File: config.mk
export PLATFORM = sky130hd
export DESIGN_NAME = bitmap_id_allocator
export DESIGN_NICKNAME = d
export VERILOG_FILES = /design/src/sv/bia_pkg.sv /design/src/sv/bitmap_id_allocator.sv /design/src/sv/bia_bitmap_ram.sv
export VERILOG_INCLUDE_DIRS = /design/src /design/src/sv
export SDC_FILE = /design/constraint.sdc
export NUM_CORES = 1
export LEC_CHECK = 0
export BUFFER_PORTS_ARGS = -buffer_cell sky130_fd_sc_hd__buf_2
export CORE_MARGIN = 2
export CORE_UTILIZATION = 23
export CTS_CLUSTER_DIAMETER = 80
export DETAILED_ROUTE_END_ITERATION = 8
export PLACE_DENSITY = 0.33
export SLEW_MARGIN = 5
export SYNTH_ARGS = -nofsm -noshare
export SYNTH_HDL_FRONTEND = slang
export SYNTH_SLANG_ARGS = --single-unit
File: constraint.sdc
create_clock -name clk -period 17 [get_ports clk]
set_clock_uncertainty 0.05 [all_clocks]
set_input_delay 2.55 -clock clk [delete_from_list [all_inputs] [get_ports clk]]
set_output_delay 2.55 -clock clk [all_outputs]
set_load 0.02 [all_outputs]
File: src/sv/bitmap_id_allocator_assert.svh
// Assertion macros for the allocator's top-level RTL file.
`ifndef BITMAP_ID_ALLOCATOR_ASSERT_SVH
`define BITMAP_ID_ALLOCATOR_ASSERT_SVH

// Same-cycle implication, checked outside reset.
`define BIA_ASSERT_SAME(label, clk, rst_n, ante, cons, msg) \
  label: assert property (@(posedge clk) disable iff (!rst_n) (ante) |-> (cons)) \
    else $error(msg);

// Next-cycle implication, checked outside reset.
`define BIA_ASSERT_NEXT(label, clk, rst_n, ante, cons, msg) \
  label: assert property (@(posedge clk) disable iff (!rst_n) (ante) |=> (cons)) \
    else $error(msg);

`endif

File: src/sv/bia_pkg.sv
`default_nettype none

package bia_pkg;

  // Default id count and fixed field geometry.
  localparam int unsigned NUM_IDS_DEF = 1024;
  localparam int unsigned WORD_BITS   = 8;
  localparam int unsigned BIT_IDX_W   = 3;
  localparam int unsigned SLOT_ID_W   = 10;
  localparam int unsigned STATUS_W    = 2;

  localparam logic [WORD_BITS-1:0] FULL_WORD = 8'hFF;
  localparam logic [WORD_BITS-1:0] ONE_BIT   = 8'h01;

  // Request operation codes.
  typedef enum logic {
    OP_ALLOC   = 1'b0,
    OP_RELEASE = 1'b1
  } bia_op_t;

  // Result status codes.
  typedef enum logic [STATUS_W-1:0] {
    STAT_OK        = 2'd0,
    STAT_NONE_FREE = 2'd1,
    STAT_RANGE     = 2'd2
  } bia_status_t;

  // Controller states.
  typedef enum logic [1:0] {
    ST_CLEAR,
    ST_IDLE,
    ST_EVAL
  } bia_state_t;

  typedef struct packed {
    bia_op_t              op;
    logic [SLOT_ID_W-1:0] slot_id;
  } bia_req_t;

  typedef struct packed {
    logic [SLOT_ID_W-1:0] granted_id;
    bia_status_t          status;
  } bia_rsp_t;

  // Index of the lowest clear bit of a word; only meaningful when the word is not full.
  function automatic logic [BIT_IDX_W-1:0] lowest_zero(input logic [WORD_BITS-1:0] word);
    logic [BIT_IDX_W-1:0] idx;
    idx = '0;
    for (int i = WORD_BITS - 1; i >= 0; i--) begin
      if (!word[i]) begin
        idx = BIT_IDX_W'(i);
      end
    end
    return idx;
  endfunction

endpackage

`default_nettype wire

File: src/sv/bitmap_id_allocator.sv
`default_nettype none

// Bitmap id allocator. A request (op, slot_id) is taken when start is high and busy
// is low. Allocate scans bitmap words from the hint word upward, one memory read per
// cycle, and grants the lowest free id of the first word with room; it never wraps,
// so it reports none free once the last word is passed. Release clears the id's bit
// and moves the hint to its word; an out-of-range release is answered without a
// memory access. The result appears on out_rsp with out_valid high for exactly one
// cycle, starting the cycle after the work ends; it cannot be stalled and must be
// captured then. busy is already low during that cycle, so the next request can be
// taken there. After reset the bitmap memory is cleared one word per cycle, all
// NUM_WORDS words (128 at the default size), with busy held high.

module bitmap_id_allocator
  import bia_pkg::*;
#(
  parameter int unsigned NUM_IDS = NUM_IDS_DEF
) (
  input  wire logic     clk,
  input  wire logic     rst_n,
  input  wire logic     start,
  output logic          busy,
  input  wire bia_req_t in_req,
  output logic          out_valid,
  output bia_rsp_t      out_rsp
);

  localparam int unsigned NUM_WORDS = (NUM_IDS + WORD_BITS - 1) / WORD_BITS;
  localparam int unsigned WORD_AW   = (NUM_WORDS > 1) ? $clog2(NUM_WORDS) : 1;
  localparam int unsigned TAIL_BITS = NUM_IDS % WORD_BITS;
  localparam logic [WORD_AW-1:0] LAST_WORD = WORD_AW'(NUM_WORDS - 1);
  // Bits past the last valid id in a partial last word read as used.
  localparam logic [WORD_BITS-1:0] PAD_MASK =
    (TAIL_BITS == 0) ? '0 : WORD_BITS'(FULL_WORD << TAIL_BITS);

  bia_state_t               state_r, state_nxt;
  logic [WORD_AW-1:0]       hint_r, hint_nxt;
  logic [WORD_AW-1:0]       word_r, word_nxt;
  logic [WORD_AW-1:0]       clr_r, clr_nxt;
  bia_op_t                  op_r, op_nxt;
  logic [BIT_IDX_W-1:0]     bit_r, bit_nxt;
  logic [SLOT_ID_W-1:0]     id_r, id_nxt;
  logic                     out_valid_r, out_valid_nxt;
  bia_rsp_t                 out_rsp_r, out_rsp_nxt;

  logic                     mem_wr_en, mem_rd_en;
  logic [WORD_AW-1:0]       mem_wr_addr, mem_rd_addr;
  logic [WORD_BITS-1:0]     mem_wr_data, mem_rd_data;

  logic                     accept;
  logic                     in_range;
  logic [WORD_AW-1:0]       in_word;
  logic [WORD_BITS-1:0]     eff_word;
  logic                     word_full;
  logic [BIT_IDX_W-1:0]     free_bit;

  bia_bitmap_ram #(
    .DEPTH (NUM_WORDS),
    .AW    (WORD_AW)
  ) u_ram (
    .clk     (clk),
    .wr_en   (mem_wr_en),
    .wr_addr (mem_wr_addr),
    .wr_data (mem_wr_data),
    .rd_en   (mem_rd_en),
    .rd_addr (mem_rd_addr),
    .rd_data (mem_rd_data)
  );

  // Request decode.
  assign accept   = start && (state_r == ST_IDLE);
  assign in_range = 32'(in_req.slot_id) < 32'(NUM_IDS);
  assign in_word  = WORD_AW'(in_req.slot_id >> BIT_IDX_W);

  // Word as the scan sees it, with padding bits of the last word forced used.
  assign eff_word  = mem_rd_data | ((word_r == LAST_WORD) ? PAD_MASK : '0);
  assign word_full = (eff_word == FULL_WORD);
  assign free_bit  = lowest_zero(eff_word);

  // Next state.
  always_comb begin
    state_nxt = state_r;
    unique case (state_r)
      ST_CLEAR: begin
        if (clr_r == LAST_WORD) begin
          state_nxt = ST_IDLE;
        end
      end
      ST_IDLE: begin
        if (accept && !(in_req.op == OP_RELEASE && !in_range)) begin
          state_nxt = ST_EVAL;
        end
      end
      ST_EVAL: begin
        if (op_r == OP_RELEASE || !word_full || word_r == LAST_WORD) begin
          state_nxt = ST_IDLE;
        end
      end
      default: state_nxt = ST_IDLE;
    endcase
  end

  // Memory control, bookkeeping and result formation.
  always_comb begin
    hint_nxt      = hint_r;
    word_nxt      = word_r;
    clr_nxt       = clr_r;
    op_nxt        = op_r;
    bit_nxt       = bit_r;
    id_nxt        = id_r;
    out_valid_nxt = 1'b0;
    out_rsp_nxt   = out_rsp_r;
    mem_wr_en     = 1'b0;
    mem_wr_addr   = word_r;
    mem_wr_data   = mem_rd_data;
    mem_rd_en     = 1'b0;
    mem_rd_addr   = word_r;
    unique case (state_r)
      ST_CLEAR: begin
        mem_wr_en   = 1'b1;
        mem_wr_addr = clr_r;
        mem_wr_data = '0;
        clr_nxt     = clr_r + 1'b1;
      end
      ST_IDLE: begin
        if (accept) begin
          op_nxt  = in_req.op;
          bit_nxt = in_req.slot_id[BIT_IDX_W-1:0];
          id_nxt  = in_req.slot_id;
          if (in_req.op == OP_ALLOC) begin
            // Start the scan at the hint word.
            mem_rd_en   = 1'b1;
            mem_rd_addr = hint_r;
            word_nxt    = hint_r;
          end else if (in_range) begin
            mem_rd_en   = 1'b1;
            mem_rd_addr = in_word;
            word_nxt    = in_word;
          end else begin
            // Out-of-range release is answered at once.
            out_valid_nxt          = 1'b1;
            out_rsp_nxt.granted_id = '0;
            out_rsp_nxt.status     = STAT_RANGE;
          end
        end
      end
      ST_EVAL: begin
        if (op_r == OP_RELEASE) begin
          mem_wr_en              = 1'b1;
          mem_wr_data            = mem_rd_data & ~(ONE_BIT << bit_r);
          hint_nxt               = word_r;
          out_valid_nxt          = 1'b1;
          out_rsp_nxt.granted_id = id_r;
          out_rsp_nxt.status     = STAT_OK;
        end else if (!word_full) begin
          // Claim the lowest free bit of this word.
          mem_wr_en              = 1'b1;
          mem_wr_data            = mem_rd_data | (ONE_BIT << free_bit);
          hint_nxt               = word_r;
          out_valid_nxt          = 1'b1;
          out_rsp_nxt.granted_id = SLOT_ID_W'({word_r, free_bit});
          out_rsp_nxt.status     = STAT_OK;
        end else if (word_r == LAST_WORD) begin
          out_valid_nxt          = 1'b1;
          out_rsp_nxt.granted_id = '0;
          out_rsp_nxt.status     = STAT_NONE_FREE;
        end else begin
          // Word is full: fetch the next one.
          mem_rd_en   = 1'b1;
          mem_rd_addr = word_r + 1'b1;
          word_nxt    = word_r + 1'b1;
        end
      end
      default: begin
        out_valid_nxt = 1'b0;
      end
    endcase
  end

  // Control registers.
  always_ff @(posedge clk) begin
    if (!rst_n) begin
      state_r     <= ST_CLEAR;
      hint_r      <= '0;
      clr_r       <= '0;
      out_valid_r <= 1'b0;
    end else begin
      state_r     <= state_nxt;
      hint_r      <= hint_nxt;
      clr_r       <= clr_nxt;
      out_valid_r <= out_valid_nxt;
    end
  end

  // Payload registers.
  always_ff @(posedge clk) begin
    word_r    <= word_nxt;
    op_r      <= op_nxt;
    bit_r     <= bit_nxt;
    id_r      <= id_nxt;
    out_rsp_r <= out_rsp_nxt;
  end

  assign busy      = (state_r != ST_IDLE);
  assign out_valid = out_valid_r;
  assign out_rsp   = out_rsp_r;

`include "bitmap_id_allocator_assert.svh"

  // A write and a read never touch the same word in one cycle.
  `BIA_ASSERT_SAME(a_no_rw_collision, clk, rst_n, mem_wr_en && mem_rd_en, mem_wr_addr != mem_rd_addr, "bitmap read and write hit the same word")
  // A taken request either keeps the block busy or is answered in the next cycle.
  `BIA_ASSERT_NEXT(a_accept_progress, clk, rst_n, accept, busy || out_valid, "accepted request made no progress")
  // Failed requests report a zero id.
  `BIA_ASSERT_SAME(a_fail_zero_id, clk, rst_n, out_valid && out_rsp.status != STAT_OK, out_rsp.granted_id == '0, "failed request returned a nonzero id")

endmodule

`default_nettype wire

File: src/sv/bia_bitmap_ram.sv
`default_nettype none

module bia_bitmap_ram
  import bia_pkg::*;
#(
  parameter int unsigned DEPTH = (NUM_IDS_DEF + WORD_BITS - 1) / WORD_BITS,
  parameter int unsigned AW    = (DEPTH > 1) ? $clog2(DEPTH) : 1
) (
  input  wire logic                 clk,
  input  wire logic                 wr_en,
  input  wire logic [AW-1:0]        wr_addr,
  input  wire logic [WORD_BITS-1:0] wr_data,
  input  wire logic                 rd_en,
  input  wire logic [AW-1:0]        rd_addr,
  output logic      [WORD_BITS-1:0] rd_data
);

  logic [WORD_BITS-1:0] mem [DEPTH];

  // One write port.
  always_ff @(posedge clk) begin
    if (wr_en) begin
      mem[wr_addr] <= wr_data;
    end
  end

  // One read port with registered data.
  always_ff @(posedge clk) begin
    if (rd_en) begin
      rd_data <= mem[rd_addr];
    end
  end

endmodule

`default_nettype wire

## Word-level counts from Yosys, hierarchy flattened

Memory sizes are Yosys's and may differ from the RTL's. A register that Yosys moved wholly into a read port is not among the register bits.
Cells that the tools add are included.

| cells by class | value |
|---|---|
| shifts and indexed selects | 2 |
| add/subtract/negate cells | 2 |
| reduce and logical (&&, ||, !) cells | 11 |
| eq/ne operators | 11 |
| mux-type cells | 40 |
| bitwise operators | 4 |

Operator list:

| kind | count |
|---|---|
| 7-bit two-way mux | 8 |
| 12-bit two-way mux | 3 |
| 3-bit two-way mux | 8 |
| 8-bit two-way mux | 2 |
| 8-bit case mux with 2 select lines | 1 |
| 1-bit by 3-bit left shift with 8-bit output, first input constant | 2 |
| 7-bit by 1-bit adder with 7-bit output, second input constant | 2 |
| 7-bit == test, second input constant | 2 |
| 7-bit case mux with 2 select lines | 1 |
| 1-bit two-way mux | 11 |
| 8-bit AND | 1 |
| 8-bit == test, second input constant | 1 |
| 2-bit inequality test, second input constant | 4 |
| 8-bit inverter | 1 |
| 8-bit OR | 1 |
| 2-bit AND reduction | 4 |
| 2-bit two-way mux | 3 |
| 2-bit case mux with 3 select lines | 1 |
| 1-bit case mux with 2 select lines | 2 |
| 3-bit by 2-bit inequality test with 1-bit output, second input constant | 1 |
| 3-bit AND reduction | 1 |
| 2-bit by 1-bit == test with 1-bit output, second input constant | 1 |
| 2-bit == test, second input constant | 1 |
| 2-bit zero test | 1 |
| other kinds (6) | 7 |

| storage, ports and cells | value |
|---|---|
| register bits | 49 |
| output and inout bits | 14 |
| logic and storage cells | 81 |
| input bits | 14 |
| memories kept | 1 |
| bits in writable memories | 1,024 |

Memories:

| name | depth | width | read ports | clocked after memory_dff | write ports | line | text |
|---|---|---|---|---|---|---|---|
| u_ram.mem | 128 | 8 | 1 | 1 | 1 | bia_bitmap_ram.sv:18 | `logic [WORD_BITS-1:0] mem [DEPTH];` |

## Depth between registers and ports, before layout

Gate-level depths: netlist of the first run.

| depth | value |
|---|---|
| depth after elaboration | 13 |
| depth in mapped cells | 18 |
| gate-level depth less buffers | 12 |

## Hierarchy

From an unflattened synthesis of the first run, not the netlist that was laid out.

| second synthesis, totals | value |
|---|---|
| cell total of the unflattened synthesis | 1,895 |
| area total of the unflattened synthesis | 42,258.0 µm² |

Modules (own cells, without submodules):

| module | times used | seq. area each (µm²) | cells each | area an instance (µm²) |
|---|---|---|---|---|
| bia_bitmap_ram | 1 | 30,989.7 | 1,635 | 39,745.6 |
| bitmap_id_allocator | 1 | 1,141.1 | 260 | 2,512.4 |

## Worst setup path before layout of the first run

Ideal clock, no wire load.

| path | value |
|---|---|
| path type | register to register |
| start | reg state_r[0] |
| end | mem u_ram.mem[0][7], data pin |
| slack | 9.690 ns |
| buffers on the path | 0 |
| arrival time | 6.064 ns |
| library setup time | 1.197 ns |
| clock period less this slack | 7.310 ns |
| stages on the path, launching flop included | 7 |
| required time | 15.753 ns |
| cell sequence | dfxtp_1 > inv_1 > ha_1 > nand4b_1 > nor3_1 > inv_1 > o21ai_0 |

| between the ends | value |
|---|---|
| word-level cells in the longest chain between the ends | 2 |
| elaborated cells on any way between the ends | 3 |
| classes of those cells | eq/ne: 1; mux: 1; reduce/logical: 1 |

Ends and longest elaborated chain:

| item | line | text |
|---|---|---|
| start, declared | bitmap_id_allocator.sv:36 | `bia_state_t state_r, state_nxt;` |
| start signal, assigned | bitmap_id_allocator.sv:188 | `state_r <= state_nxt;` |
| 2-bit == test / 2-bit zero test (equally long branches) | bitmap_id_allocator.sv:118 | `unique case (state_r)` |
| 8-bit case mux with 2 select lines * | bitmap_id_allocator.sv:118 |  |
| via mem_wr_data[7] | bitmap_id_allocator.sv:48 | `logic [WORD_BITS-1:0] mem_wr_data, mem_rd_data;` |
| end, declared | bia_bitmap_ram.sv:18 |  |

The timed path passes the listed nets; every way through them passes the cells marked *.

## Worst setup path after layout of the first run

| path | value |
|---|---|
| start | in start |
| end | reg u_ram.rd_data[2] (read register of u_ram.mem), data pin |

| between the ends | value |
|---|---|
| word-level cells in the longest chain between the ends | 3 |
| elaborated cells on any way between the ends | 5 |
| classes of those cells | mux: 4; reduce/logical: 1 |

Ends and longest elaborated chain:

| item | line | text |
|---|---|---|
| start, declared | bitmap_id_allocator.sv:21 | `input wire logic start,` |
| 1-bit logical AND * | bitmap_id_allocator.sv:71 | `assign accept = start && (state_r == ST_IDLE);` |
| 7-bit two-way mux / 1-bit two-way mux (equally long branches) | -- |  |
| 7-bit case mux with 2 select lines / 1-bit case mux with 2 select lines (equally long branches) | -- |  |
| end, declared | bia_bitmap_ram.sv:15 | `output logic [WORD_BITS-1:0] rd_data` |

Mark *: on every way between the ends. The rest lies on a longest branch, timed or not.
A chain may end at the register's enable or synchronous reset.

==> results of run 1 <==
[placed cells by master, fill, tap and decap left out, types with 11 or more instances in the layout]
master,count
o2111a_1,14
a21oi_1,86
a221o_1,14
a31oi_1,42
a311oi_1,20
clkbuf_16,135
dfxtp_1,24
a22o_1,11
nand2_1,575
edfxtp_1,1054
and3_1,118
nor4_1,20
nand3_1,137
o211a_1,21
clkbuf_1,28
nor3_1,21
buf_2,26
o2111ai_1,14
clkinv_1,34
clkinv_2,19
o21ai_0,28
a21o_1,14
a2111oi_0,14
buf_4,68
a211oi_1,89
nor2_1,161
mux2i_1,111
a211o_1,35
inv_1,20
a221oi_1,16
a32oi_1,69
[power groups by stage]
stage / combinational (uW) / clock, uW / sequential, uW
6_report: 1640 / 2680 / 3290
2_1_floorplan: 848 / 0 / 3380
3_3_place_gp: 1690 / 0 / 3350
3_5_place_dp: 1680 / 0 / 3350
5_1_grt: 1760 / 2850 / 3300
4_1_cts: 1680 / 2760 / 3290
[worst min path at each step]
| stage | end | startpoint | slack, ns | cells past startpoint |
|---|---|---|---|---|
| after global routing | hint_r[4] | hint_r[4] | 0.49 | 2 |
| after global placement | hint_r[2] | hint_r[2] | 0.42 | 2 |
| final | hint_r[1] | hint_r[1] | 0.45 | 2 |
| after CTS | hint_r[6] | hint_r[6] | 0.45 | 2 |
| after floorplan | hint_r[0] | hint_r[0] | 0.41 | 2 |
| after detailed placement | hint_r[6] | hint_r[6] | 0.44 | 2 |
[flip-flops by register name (all words and copies together) (netlist names)]
signal,count
bit_r,2
word_r,7
u_ram.rd_data,8
u_ram.mem,1024
clr_r,7
op_r,1
hint_r,7
id_r,8
out_rsp,11
out_valid,1
state_r,2
[routing by layer]
| metal | track usage | up-vias | wire [um] |
|---|---|---|---|
| met1 | 0.225 | 14200 | 73800 |
| li1 | - | 12100 | - |
| met5 | 0 | - | 13 |
| met2 | 0.237 | 667 | 68300 |
| met3 | 0.0281 | 184 | 7340 |
| met4 | 0.0423 | 2 | 3600 |
[cells by family after synthesis]
| kind of cell | count (synthesis) | share of synthesized area |
|---|---|---|
| flops | 1078 | 0.731 |
| fa+ha+maj | 5 | 0.00142 |
| other cells | 1 | 0.0000854 |
| xor+xnor | 5 | 0.000997 |
| buf+inv | 238 | 0.0253 |
| mux | 120 | 0.0276 |
| compound gates | 576 | 0.102 |
| simple gates | 1097 | 0.111 |
[worst min-delay path, delay by kind of cell, from the launching register on]
family / cells / cell delay [ns]
and+or+nand+nor: 1 / 0.07
DFF: 1 / 0.32
muxes: 1 / 0.07
[per-stage QoR]
step	instances	total power (uW)	area [um2]
2_1_floorplan	3120	4230	43900
3_3_place_gp	5513	5040	46900
3_5_place_dp	5513	5030	46900
4_1_cts	5747	7730	50900
5_1_grt	5749	7910	50900
6_report	5750	7610	50900
[layout make-up]
class                   count  share of cell area
clock buffers             165              0.0689
diodes                      3            0.000147
multi-input cells        1804               0.214
flip-flops and latches   1078               0.631
well taps                2511              0.0617
clock inverters            69             0.00978
inverters                  25             0.00206
repair buffers             95              0.0130
==> results.py, run 1 <==
metrics = {
    "drt": {
        "route.final.wire_length_um": 153000,
        "routed-via-count": 27200,
        "postRouteAntennaNets": 0,
        "drt_first_pass_iters": 7,
        "drt_first_iter_violations": 2362,
        "post_drt_wl_per_cell_um": 26.6,
        "drcViolationCount": 0,
        "drt-vias-per-instance": 4.73,
    },
    "sta": {
        "rsz0062_at_grt": "no",
        "timing.setup.tns_ns": 0,
        "timing.final.crit_period_ns": 7.60,
        "hold_ws_ns": 0.446,
        "finalHoldViolCount": 0,
        "maxSlewHeadroom": 0.117,
        "setup_viol": 0,
        "final_max_slew_viol_count": 0,
        "finalWorstSetupSlack_ns": 9.40,
        "clock.fmax_mhz": 132,
        "worstMarginPinSlew_ns": 1.31,
        "min_period_over_period": 0.447,
    },
    "worst_setup_path": {
        "critical_path_peak_fanout": 71,
        "critical_path.reg2reg.endpoint": "u_ram.rd_data[2]",
        "worstSetupStartpoint": "start",
        "r2r_setup_slack_ns": 9.99,
        "endpoint_kind": "flop",
        "cp_slowest_stage_delay_ns": 0.85,
        "timing.critical_path.slowest_stage_cell": "buf_4",
        "crit_arrival_ns": 8.19,
        "critical_path.top_delay_family": "buffers and inverters",
        "r2r-start": "u_ram.rd_data[4]",
        "critPathKind": "input pin to flop",
        "capturing_instance_or_port_of_the_critical_path": "u_ram.rd_data[2]",
        "critical-path-top-cell-by-count": "buf_4",
        "rr_worst_depth": 12,
        "critical_path_buf_inv_count": 4,
        "timing.critical_path.cells": "buf_2, nand2b_1, nand2_1, o311a_1, nor2_8, buf_4, buf_4, buf_4, nand2_1, a311oi_1, nor4_1, a32oi_1, and4_1",
        "critical_path_required_ns": 17.59,
        "setup.worst_path.start_class": "input pin",
        "wp_depth": 13,
    },
    "finish": {
        "total_area_of_multi_input_combinational_cells_um2": 10900,
        "flow.area_growth_from_synthesis_pct": 15.9,
        "nFillCells": 19300,
        "drive_gt1_frac": 0.101,
        "finished_core_util": 0.268,
        "nets": 3153,
        "layout.area.seq_um2": 32100,
    },
    "power": {
        "gate_power_share": 0.215,
        "p_int_uw": 5130,
        "powerDensity_nw_per_um2": 149,
        "clock_power_share": 0.352,
        "share_seq_of_total_power": 0.433,
        "worst_case_vdd_ir_drop_v": 0.0000928,
        "cellLeakagePower_uw": 0.0169,
        "switching_share": 0.325,
        "power.net_switching_uw": 2480,
    },
    "synth": {
        "netlist-cell-type-count": 81,
        "ys_warn_count": 0,
        "netlist.top_cell.by_area": "edfxtp_1",
        "yosysMostFrequentCell": "edfxtp_1",
        "synth.avg_cell_area_um2": 14.1,
        "ys_seq_area_frac": 0.731,
        "yosys_register_bits": 1078,
        "cells_after_synthesis": 3120,
        "yosys_most_used_dff": "edfxtp_1",
        "post-synth-top-area-fraction": 0.720,
        "mappedNetlistNets": 3139,
        "mappedNetlistArea_um2": 43900,
        "number_of_synthesized_flops_with_an_enable_pin": 1054,
        "synth.area.top_cells": "edfxtp_1 (72%), nand2_1 (4.9%), mux2i_1 (2.5%), and3_1 (1.7%), nand3_1 (1.6%)",
        "async_reset_ff_frac": 0,
        "post_synth_most_frequent_cells": "edfxtp_1 (1054), nand2_1 (576), nor2_1 (165), nand3_1 (143), and3_1 (118)",
    },
    "min_path": {
        "hold_class": "flop to flop",
    },
    "place": {
        "dp_worst_setup_slack_ns": 8.57,
        "port_buffers": 26,
        "dpl.hpwl_um": 89700,
        "globalplace.congestion": 0.751,
    },
    "floorplanning": {
        "count_of_pins_on_the_block_boundary": 28,
        "core-area_um2": 190000,
        "die_w_um": 441,
        "initial_utilization": 0.231,
        "die_area_um2": 195000,
        "chipHeight_um": 441,
        "placementRows": 160,
    },
    "cts": {
        "ctsLongestPathBuffers": 3,
        "worst_skew_pair.late_latency_ns": 0.77,
        "post-cts-setup-buffers": 0,
        "cts_buffers": 130,
        "cts_repair_resize_count": 0,
        "cts-htree-levels": 4,
        "clk_transition_reported_paths_ns": 0.06,
        "cts.sinks": 1078,
        "cts_hold_buf": 0,
        "cts.root.buffer_cell": "clkbuf_16",
        "tritoncts_clock_tree": "built",
    },
    "run_status": {
        "status": "complete, no violations",
    },
    "global_route": {
        "grt_antenna_before_repair": 19,
        "grt_pass1_vias": 26800,
        "grt_overflow_total": 0,
        "maximum_number_of_pins_on_one_net_before_global_route_repair": 131,
        "grt_pass1_wl_um": 215000,
        "grt_usage": 0.155,
    },
    "job": {
        "cap_viol_max_count": 0,
    },
}
Note: power is estimated with default switching activity, not from simulation.
==> run 2, diff against run 1 <==
--- a/config.mk
+++ b/config.mk
@@ -6,6 +6,7 @@
 export SDC_FILE = /design/constraint.sdc
 export NUM_CORES = 1
 export LEC_CHECK = 0
+export ABC_AREA = 1
 export BUFFER_PORTS_ARGS = -buffer_cell sky130_fd_sc_hd__buf_2
 export CORE_MARGIN = 2
 export CORE_UTILIZATION = 23
==> constraint.sdc (replaced) <==
create_clock -name clk -period 7.7 [get_ports clk]
set_clock_uncertainty 0.05 [all_clocks]
set_input_delay 1.155 -clock clk [delete_from_list [all_inputs] [get_ports clk]]
set_output_delay 1.155 -clock clk [all_outputs]
set_load 0.02 [all_outputs]
==> run 2 against run 1 <==
- utilization is 0.16 points lower
- cell count up 30%
- cell area increased by 9.8%
- clock-buffer cell count increased by 21
- first-iteration DRC count is 1.7% lower
- power increased by 150%
- critical path type is now flop to flop
- largest power group unchanged
==> results.py, run 2 <==
metrics = {
    "worst_setup_path": {
        "cp_slowest_stage_delay_ns": 0.70,
        "setup.worst_path.start_class": "flop",
        "critical_path_required_ns": 8.17,
        "timing.critical_path.cells": "inv_1, nand3_4, o21bai_4, nand2_1, nand2_8, buf_4, buf_4, nand3b_1, nand3_1, nand3_1, nand3_1, nand3_1, nand3_1, nand2_1, nand2_1, nand2_1",
        "r2r_setup_slack_ns": 2.34,
        "crit_arrival_ns": 5.84,
        "timing.critical_path.slowest_stage_cell": "buf_4",
        "critical_path_peak_fanout": 59,
        "endpoint_kind": "flop",
        "critical-path-top-cell-by-count": "nand3_1",
        "critPathKind": "flop to flop",
    },
    "global_route": {
        "grt_usage": 0.154,
        "maximum_number_of_pins_on_one_net_before_global_route_repair": 141,
        "grt_pass1_vias": 31400,
        "grt_overflow_total": 0,
        "grt_antenna_before_repair": 8,
        "grt_pass1_wl_um": 242000,
    },
    "synth": {
        "synthesized_area_fraction_occupied_by_adder_cells": 0.00129,
        "post_synth_most_frequent_cells": "edfxtp_1 (1054), nand2_1 (963), nand3_1 (961), inv_1 (734), nand3b_1 (345)",
        "post-synth-top-area-fraction": 0.652,
        "synth.area.mux_share": 0,
        "yosys_most_used_dff": "edfxtp_1",
        "synth.area.top_cells": "edfxtp_1 (65%), nand3_1 (9.9%), nand2_1 (7.4%), inv_1 (5.7%), nand3b_1 (5.3%)",
        "netlist.top_cell.by_area": "edfxtp_1",
        "yosysMostFrequentCell": "edfxtp_1",
        "basic_gate_share_of_the_synthesized_area_counting_and_or_nand_and_nor_cells": 0.238,
        "main_combinational_cell_family_by_area_after_synthesis": "simple AND/OR/NAND/NOR gates",
        "synth.avg_cell_area_um2": 10.6,
        "synth-compound-area-share": 0.0130,
        "ys_warn_count": 0,
        "netlist-cell-type-count": 45,
        "cells_after_synthesis": 4590,
        "async_reset_ff_frac": 0,
        "yosys.area_share.xor_xnor": 0.000361,
        "ys_seq_area_frac": 0.662,
        "yosys_register_bits": 1078,
        "number_of_synthesized_flops_with_an_enable_pin": 1054,
        "mappedNetlistNets": 4609,
        "mappedNetlistArea_um2": 48600,
    },
    "drt": {
        "routed-via-count": 32200,
        "postRouteAntennaNets": 0,
        "route.final.wire_length_um": 167000,
        "drt_first_pass_iters": 5,
        "drt-vias-per-instance": 4.32,
        "drcViolationCount": 0,
        "drt_first_iter_violations": 2322,
        "post_drt_wl_per_cell_um": 22.5,
    },
    "finish": {
        "fin_area_um2": 55900,
        "drive_gt1_frac": 0.0661,
        "layout.area.seq_um2": 32100,
        "mostFrequentLayoutCells": "edfxtp_1 (1054), nand2_1 (961), nand3_1 (961)",
        "flow.area_growth_from_synthesis_pct": 15.1,
        "largest-register": "u_ram.mem",
        "nFillCells": 22200,
        "layout_commonest_cell": "edfxtp_1",
        "total_area_of_multi_input_combinational_cells_um2": 12400,
        "largest_register_ffs": 1024,
        "nets": 4561,
    },
    "place": {
        "placed_cell_area_um2": 51700,
        "dpl.hpwl_um": 92300,
        "port_buffers": 26,
        "globalplace.congestion": 0.752,
    },
    "cts": {
        "post-cts-setup-buffers": 0,
        "cts_repair_resize_count": 0,
        "tritoncts_clock_tree": "built",
        "ctsLongestPathBuffers": 3,
        "clk_transition_reported_paths_ns": 0.06,
        "cts.root.buffer_cell": "clkbuf_16",
        "cts-htree-levels": 4,
        "cts.sinks": 1078,
        "worst_skew_pair.late_latency_ns": 0.78,
        "cts_hold_buf": 0,
        "cts_buffers": 138,
    },
    "power": {
        "powerDensity_nw_per_um2": 334,
        "cellLeakagePower_uw": 0.0217,
        "worst_case_vdd_ir_drop_v": 0.000327,
    },
    "floorplanning": {
        "count_of_pins_on_the_block_boundary": 28,
        "placementRows": 168,
        "die_w_um": 463,
        "chipHeight_um": 463,
        "die_area_um2": 215000,
        "core-area_um2": 210000,
        "initial_utilization": 0.231,
    },
    "sta": {
        "maxSlewHeadroom": 0.210,
        "min_period_over_period": 0.696,
        "final_max_slew_viol_count": 0,
        "finalHoldViolCount": 0,
        "worstMarginPinSlew_ns": 1.18,
        "timing.setup.tns_ns": 0,
        "clock.fmax_mhz": 187,
        "setup_viol": 0,
        "timing.final.crit_period_ns": 5.36,
        "rsz0062_at_grt": "no",
    },
    "job": {
        "cap_viol_max_count": 0,
    },
    "min_path": {
        "hold_class": "flop to flop",
    },
    "run_status": {
        "status": "complete, no violations",
    },
}
[run 2: cell types whose count changed after synthesis, moves of 85 or more]
cell,before,now
nand3_1,143,961
nand2_1,576,963
buf_2,95,195
inv_1,21,734
nand3b_1,1,345
mux2i_1,111,0
a211oi_1,89,4
and3_1,118,0
[run 2: worst paths after layout]
path | start | to | cells past startpoint
hold / removal | hint_r[1] | hint_r[1] | 2
setup reg to reg | op_r | u_ram.rd_data[7] | 16
setup / recovery | op_r | u_ram.rd_data[7] | 16
hold reg to reg | hint_r[1] | hint_r[1] | 2
[run 2: power by group]
| group | total (uW) | internal, uW | switching, uW |
|---|---|---|---|
| logic | 5780 | 1370 | 4410 |
| registers | 6680 | 6620 | 58.6 |
| clock network | 6220 | 3610 | 2600 |
[run 2: final cells by class]
type                            instances  area share
Sequential cell                      1078       0.575
Multi-Input combinational cell       2499       0.223
Clock buffer                          186      0.0678
Tap cell                             2805      0.0628
Inverter                              742      0.0501
Timing Repair Buffer                   83      0.0140
Clock inverter                         58     0.00786
Antenna cell                            3    0.000134
[run 2: worst max-delay path, delay by kind of cell (launching register included)]
family                 cells  cell delay, ns
AOI/OAI and AO/OA          1            0.22
buffers and inverters      3            1.76
DFF                        1            0.61
and+or+nand+nor           12            2.25
[run 2: stage by stage]
step                      hold WS, ns   util  total power [uW]  cells  setup WS, ns
after floorplan                 0.379      -             10100   4590       0.00790
after global routing            0.470  0.266             19600   7452          2.02
after detailed placement        0.425  0.246             12700   7207          2.07
after CTS                       0.434  0.266             19100   7451          2.32
after global placement          0.427  0.246             12800   7207          2.10
final                           0.439  0.267             18700   7454          2.34
[run 2: cells by family after synthesis]
family                   after synthesis
AND/OR/NAND/NOR                     2384
flip-flops                          1078
buffers and inverters               1013
AO/OA/AOI/OAI                        107
adder cells (fa/ha/maj)                5
XOR/XNOR                               2
other                                  1
[run 2: routing by layer]
| layer | part of all wire | GRT usage | up-vias |
|---|---|---|---|
| met5 | 0 | 0 | - |
| met3 | 0.040 | 0.0226 | 175 |
| met4 | 0.019 | 0.0377 | 0 |
| met1 | 0.48 | 0.219 | 16000 |
| li1 | - | - | 15400 |
| met2 | 0.46 | 0.244 | 642 |
